$ cat src/rtl/bmhq_pkg.sv
// ----------------------------------------------------------------------------
// bmhq_pkg
// Shared types and codes for the binary min-heap queue.
// ----------------------------------------------------------------------------
package bmhq_pkg;

	localparam int KEY_W = 32;
	localparam int ID_W  = 20;
	localparam int CNT_W = 11;
	localparam int ENT_W = KEY_W + ID_W;

	typedef enum logic [1:0] {
		OP_INSERT = 2'd0,
		OP_DELETE = 2'd1,
		OP_PEEK   = 2'd2,
		OP_FIND   = 2'd3
	} op_t;

	typedef enum logic [1:0] {
		ST_OK       = 2'd0,
		ST_EMPTY    = 2'd1,
		ST_FULL     = 2'd2,
		ST_NOTFOUND = 2'd3
	} status_t;

	typedef enum logic [3:0] {
		S_IDLE,
		S_DISPATCH,  // capture root, pick the path for the latched request
		S_UP_RD,     // read parent of current position
		S_UP_CMP,    // compare parent with carried entry
		S_DN_LAST,   // load last entry as the carried entry
		S_DN_RDL,    // read left child
		S_DN_RDR,    // read right child
		S_DN_CMP,    // choose smallest, move child up or finish
		S_FIND_RD,
		S_FIND_CMP,
		S_RESULT
	} state_t;

	// Commands from controller to datapath
	typedef struct packed {
		logic     start;      // latch request, read root
		logic     root_cap;   // capture root read data
		logic     last_rd;    // read last entry
		logic     dn_load;    // carried entry <= read data
		logic     up_rd;      // read parent
		logic     up_swap;    // parent moves down, pos <= parent
		logic     up_place;   // write carried entry at pos
		logic     dn_rdl;     // read left child
		logic     dn_rdr;     // read right child
		logic     dn_capl;    // capture left read data
		logic     dn_swap;    // best child moves up, pos <= best
		logic     dn_place;   // write carried entry at pos
		logic     find_rd;    // read scan index
		logic     find_hit;   // record scan hit
		logic     find_next;  // advance scan index
		logic     out_load;   // load output register
	} cmd_t;

	// Status from datapath to controller
	typedef struct packed {
		op_t  op;
		logic rejected;      // full insert or empty delete/peek
		logic pos_root;      // pos == 0
		logic parent_gt;     // stored parent key > carried key
		logic has_left;
		logic child_lt;      // best child key < carried key
		logic id_match;
		logic scan_done;
	} stat_t;

endpackage

$ cat src/rtl/bmhq_ctrl.sv
// ----------------------------------------------------------------------------
// bmhq_ctrl
// Sequencer for sift up, sift down and linear find.
// ----------------------------------------------------------------------------
module bmhq_ctrl import bmhq_pkg::*; (
	input  logic  clk,
	input  logic  arst_n,
	input  logic  in_valid,
	output logic  in_stall,
	output logic  out_valid,
	input  logic  out_stall,
	input  stat_t stat,
	output cmd_t  cmd
);

	state_t state_q;
	state_t state_d;
	logic   ov_q;
	logic   res_free;

	// result register free: empty, or its item leaves this cycle
	assign res_free = !ov_q || !out_stall;

	always_comb begin
		state_d = state_q;
		case (state_q)
			S_IDLE: begin
				if (in_valid) begin
					state_d = S_DISPATCH;
				end
			end
			S_DISPATCH: begin
				case (stat.op)
					OP_INSERT: state_d = stat.rejected ? S_RESULT : S_UP_RD;
					OP_DELETE: state_d = stat.rejected ? S_RESULT : S_DN_LAST;
					OP_FIND:   state_d = S_FIND_RD;
					default:   state_d = S_RESULT;
				endcase
			end
			S_UP_RD: begin
				state_d = stat.pos_root ? S_RESULT : S_UP_CMP;
			end
			S_UP_CMP: begin
				state_d = stat.parent_gt ? S_UP_RD : S_RESULT;
			end
			S_DN_LAST: begin
				state_d = S_DN_RDL;
			end
			S_DN_RDL: begin
				state_d = stat.has_left ? S_DN_RDR : S_RESULT;
			end
			S_DN_RDR: begin
				state_d = S_DN_CMP;
			end
			S_DN_CMP: begin
				state_d = stat.child_lt ? S_DN_RDL : S_RESULT;
			end
			S_FIND_RD: begin
				state_d = stat.scan_done ? S_RESULT : S_FIND_CMP;
			end
			S_FIND_CMP: begin
				state_d = stat.id_match ? S_RESULT : S_FIND_RD;
			end
			S_RESULT: begin
				if (res_free) begin
					state_d = S_IDLE;
				end
			end
			default: begin
				state_d = S_IDLE;
			end
		endcase
	end

	always_comb begin
		cmd      = '0;
		in_stall = (state_q != S_IDLE);
		case (state_q)
			S_IDLE: begin
				cmd.start = in_valid;
			end
			S_DISPATCH: begin
				cmd.root_cap = 1'b1;
				cmd.last_rd  = (stat.op == OP_DELETE);
			end
			S_UP_RD: begin
				cmd.up_place = stat.pos_root;
				cmd.up_rd    = !stat.pos_root;
			end
			S_UP_CMP: begin
				cmd.up_swap  = stat.parent_gt;
				cmd.up_place = !stat.parent_gt;
			end
			S_DN_LAST: begin
				cmd.dn_load = 1'b1;
			end
			S_DN_RDL: begin
				cmd.dn_rdl   = stat.has_left;
				cmd.dn_place = !stat.has_left;
			end
			S_DN_RDR: begin
				cmd.dn_capl = 1'b1;
				cmd.dn_rdr  = 1'b1;
			end
			S_DN_CMP: begin
				cmd.dn_swap  = stat.child_lt;
				cmd.dn_place = !stat.child_lt;
			end
			S_FIND_RD: begin
				cmd.find_rd = !stat.scan_done;
			end
			S_FIND_CMP: begin
				cmd.find_hit  = stat.id_match;
				cmd.find_next = !stat.id_match;
			end
			S_RESULT: begin
				cmd.out_load = res_free;
			end
			default: begin
			end
		endcase
	end

	always_ff @(posedge clk or negedge arst_n) begin
		if (!arst_n) begin
			state_q <= S_IDLE;
			ov_q    <= 1'b0;
		end else begin
			state_q <= state_d;
			if (cmd.out_load) begin
				ov_q <= 1'b1;
			end else if (ov_q && !out_stall) begin
				ov_q <= 1'b0;
			end
		end
	end

	assign out_valid = ov_q;

`ifndef ASSERT_OFF
	a_hold: assert property (@(posedge clk) disable iff (!arst_n)
		(ov_q && out_stall) |=> ov_q) else $error("stalled result dropped");
	a_load: assert property (@(posedge clk) disable iff (!arst_n)
		cmd.out_load |-> res_free) else $error("result overwritten while stalled");
	a_st: assert property (@(posedge clk) disable iff (!arst_n)
		cmd.start |-> (state_q == S_IDLE)) else $error("start while busy");
	a_wr: assert property (@(posedge clk) disable iff (!arst_n)
		$onehot0({cmd.up_swap, cmd.up_place, cmd.dn_swap, cmd.dn_place}))
		else $error("two heap writes at once");
`endif

endmodule

$ cat config.mk
export PLATFORM = sky130hd
export DESIGN_NAME = bmhq_ctrl
export DESIGN_NICKNAME = d
export VERILOG_FILES = /design/src/rtl/bmhq_pkg.sv /design/src/rtl/bmhq_ctrl.sv
export SDC_FILE = /design/constraint.sdc
export NUM_CORES = 1
export LEC_CHECK = 0
export BUFFER_PORTS_ARGS = -buffer_cell sky130_fd_sc_hd__buf_4
export CAP_MARGIN = 20
export CORE_AREA = 2 2 39 41
export DETAILED_ROUTE_END_ITERATION = 10
export DIE_AREA = 0 0 41 43
export PLACE_DENSITY = 0.71
export SLEW_MARGIN = 20
export SYNTH_ARGS = -nofsm -noshare
export SYNTH_HDL_FRONTEND = slang
export SYNTH_SLANG_ARGS = --single-unit
export TNS_END_PERCENT = 50
$ cat constraint.sdc
create_clock -name clk -period 1.54 [get_ports clk]
set_input_delay 0.308 -clock clk [delete_from_list [all_inputs] [get_ports clk]]
set_output_delay 0.308 -clock clk [all_outputs]
set_load 0.03 [all_outputs]
* Yosys cells after proc, flatten, opt, wreduce, memory -nomap -nowiden
Cells that the tools add are included.
Widths: inputs -> output; s select.
** Storage, ports and cells
- Input bits :: 13
- Output and inout port bits :: 18
- Register bits :: 5
** Operators by class
- Reduce and logical (&&, ||, !) cells :: 15
- Eq/ne operators :: 14
- Mux-type cells :: 27
** Operator list (number)
- $pmux 4 s11 :: 1
- $mux 4 :: 8
- $eq 4x3->1 const B :: 4
- $eq 4x4->1 const B :: 3
- $pmux 4 s3 :: 1
- $mux 1 :: 10
- $mux 2 :: 5
- $eq 4x2->1 const B :: 2
- $logic_not 1->1 :: 8
- $eq 4x1->1 const B :: 1
- $logic_not 4->1 :: 1
- $ne 2x2->1 const B :: 2
- $pmux 1 s2 :: 2
- $reduce_bool 4->1 :: 1
- $eq 2x1->1 const B :: 1
- $eq 2x2->1 const B :: 1
- $logic_not 2->1 :: 1
- $reduce_and 2->1 :: 1
- $reduce_bool 2->1 :: 1
- $logic_and 1x1->1 :: 1
- $logic_or 1x1->1 :: 1

* Logic depth before layout (Yosys ltp)
- Depth after elaboration :: 4
- Gate-level depth with buffers :: 5
- Mapped depth without buffers :: 4

* Worst setup path before layout
OpenSTA, ideal clock, no wires.
- Kind :: reg2out
- Start :: register state_q[1]
- End :: output cmd[3] in the netlist's numbering
- Path slack :: -0.457 ns
- Arrival :: 1.689 ns
- Stages on the path, launching flop included :: 4
- Path through :: dfrtp_1 > buf_4 > clkbuf_1 > nor4_1
** RTL lines
- start: declaration :: RTL line bmhq_ctrl.sv:16 : state_t state_q;
- start signal: assignment :: RTL line bmhq_ctrl.sv:129 : state_q <= state_d;
- end: declaration :: RTL line bmhq_ctrl.sv:13 : output cmd_t cmd

==> qor.yml <==
timing:
  clock_skew_ns: 0.0127
  final-setup-viol-count: 16
  rsz0062_at_grt: "true"
  relSlewSlack: 0.809
  whs_ns: 0.324
  fin_crit_ns: 1.71
  slew_viol_final: 0
  final-hold-violation-count: 0
  maxClockFrequency_mhz: 583
  worst_slew_pin_slew_ns: 0.283
  post-route-period-util: 1.11
  worst_slack_ns: -0.174
power_and_ir_drop:
  pwr_density_cell_mw_per_mm2: 1670
  power_frac_comb: 0.741
  p_leak_nw: 0.495
  clkPwrFrac: 0.100
  p_int_w: 0.000924
  vdd_drop_max_uv: 831
  switching_share: 0.476
  seq_power_share: 0.159
  switching_power_w: 0.000839
hold_path:
  hp-class: "in -> reg"
finish:
  stdcell_count: 128
  nFillCells: 99
  multi_input_area_um2: 433
  num_antenna_cells: 0
  regArea_um2: 130
  syn_to_final_growth_pct: 116
  fin_nets: 126
  fin_area_mm2: 0.00106
  post-route-util: 0.763
  drive_above_1_share: 0.652
clock_tree:
  cts_tree: "yes"
  clkSinkCount: 5
  cts_buffers: 3
  htree_levels: 1
  clk_path_buf_depth: 2
  clock_latency_ns: 0.27
  root_buffer: "clkbuf_4"
  clk_pin_slew_ns: 0.06
logic_synthesis:
  synth-edff-count: 0
  async_flop_share: 1.00
  synth.distinct_cells: 30
  synth-seq-area-share: 0.256
  mappedNetlistArea_um2: 489
  synth_top_area_frac: 0.256
  synth_area_per_cell_um2: 7.64
  synth_seq_cells: 5
  netlist_instances: 64
  synth.top_cells.by_area: "dfrtp_1 26%, o21ai_0 6.1%, nor3b_1 6.1%"
  synth.cells.most_frequent: "6 x o21ai_0, 5 x dfrtp_1, 5 x nor2_1"
  syn_nets: 77
  ys_warn_count: 0
  ys.flop_type: "dfrtp_1"
  yosysMostFrequentCell: "o21ai_0"
  synth_area_leader_cell: "dfrtp_1"
route:
  wire_per_inst_um: 16.3
  drt-initial-drc-count: 8
  vias: 702
  wirelength_mm: 2.09
  drc_errors: 0
  detail-route-antenna-nets: 0
  drt_pass1_iterations: 4
  via_per_inst: 5.48
grt:
  grt_pass1_vias: 663
  antenna_found_initial: 0
  grt_start_max_net_pins: 9
  grt-ovfl-total: 0
  grt_pass1_wl_mm: 2.90
  track_usage: 0.243
floorplanning:
  fp-row-count: 14
  dieArea_mm2: 0.00176
  die_w_um: 41
  start_util: 0.354
  die_height_um: 43
  fp.coreArea_mm2: 0.00138
  io_pins: 31
setup_path:
  crit_arrival_ns: 1.41
  start_kind: "flip-flop"
  path_max_fanout: 6
  cp-end-kind: "output port"
  crit_required_ns: 1.23
  worst-setup-path-type: "reg -> out"
placed_design:
  portBuffers: 30
  post-dp-hpwl_mm: 1.20
  finalWeightedCongestion: 0.788
  place_inst: 110
  post_dp_cell_area_um2: 771
  dpl_worst_slack_ns: 0.0160
outcome:
  status: "finished with violations"
  failed_checks: "setup timing"
run:
  maxCapViolations: 0
[registers in the layout, indices dropped and copies added, names as in the netlist]
name	count
state_q	4
out_valid	1
[what timing repair did]
action	4_1_cts	5_1_grt
gates resized for setup	27	9
setup endpoints to repair	16	18
hold buffers	1	0
pin swaps	10	4
buffers inserted	10	3
hold endpoints to repair	5	0
[routing by layer]
layer,global-route usage,share of wire,vias to the layer above
li1,-,-,334
met1,0.285,0.40,334
met2,0.422,0.53,32
met3,0.0209,0.056,2
met4,0.100,0.013,0
met5,0,0,-
[power by group through the flow]
stage | clock network, W | logic, W | registers [W]
2_1_floorplan | 0 | 0.000620 | 0.000234
3_3_place_gp | 0 | 0.000889 | 0.000279
3_5_place_dp | 0 | 0.000895 | 0.000286
4_1_cts | 0.000164 | 0.00122 | 0.000269
5_1_grt | 0.000183 | 0.00137 | 0.000288
6_report | 0.000176 | 0.00131 | 0.000281
[layout make-up]
| cell class | instances | area share |
|---|---|---|
| inverters | 2 | 0.00711 |
| well taps | 16 | 0.0190 |
| repair buffers | 50 | 0.416 |
| multi-input cells | 51 | 0.410 |
| clock buffers | 4 | 0.0249 |
| flip-flops and latches | 5 | 0.123 |
[kinds of logic (layout without fill, tap and decap cells)]
kind of cell,Yosys count,after routing,share of synthesized area
simple gates,33,33,0.422
buf+inv,8,56,0.0818
flops,5,5,0.256
compound gates,17,17,0.220
mux,1,1,0.0205
[layout by cell type, fill, tap and decap left out, types with 2 or more instances in the layout]
master | Yosys | routed
nor2_2 | 0 | 2
clkbuf_4 | 0 | 3
o21ai_0 | 6 | 5
dfrtp_2 | 0 | 4
nor2b_1 | 4 | 2
inv_1 | 2 | 2
nor3b_1 | 4 | 2
nand2b_4 | 0 | 3
nor2_1 | 5 | 2
buf_4 | 2 | 35
nor4_4 | 0 | 2
buf_6 | 0 | 13
a21oi_1 | 2 | 2
nor3b_2 | 1 | 2
and3_4 | 0 | 2
nand2_1 | 3 | 3
a31oi_1 | 3 | 3
o21ai_1 | 1 | 2
[per-stage QoR]
stage	power (W)	TNS [ns]
finish	0.00176	-1.21
global route	0.00184	-1.91
CTS	0.00166	-0.701
detailed placement	0.00118	0
global placement	0.00117	0
floorplan	0.000854	-1.08
[critical path, stage by stage (launching register included)]
cell	delay, ns
dfrtp_2	0.48
nor2_4	0.12
and2_4	0.16
nor3b_4	0.22
buf_6	0.16
[path summary, 6_finish.rpt]
path	from	cells after the start	slack, ns	to
worst max-delay path	state_q[2]	4	-0.17	cmd[13]
worst min-delay path	out_stall	3	0.32	out_valid
worst max register to register	state_q[2]	5	-0.04	state_q[3]
worst min register to register	out_valid	2	0.57	out_valid
max in group asynchronous	arst_n	2	1.02	state_q[1]
min in group asynchronous	arst_n	2	0.38	state_q[3]
Note: power is estimated with default switching activity, not from simulation.
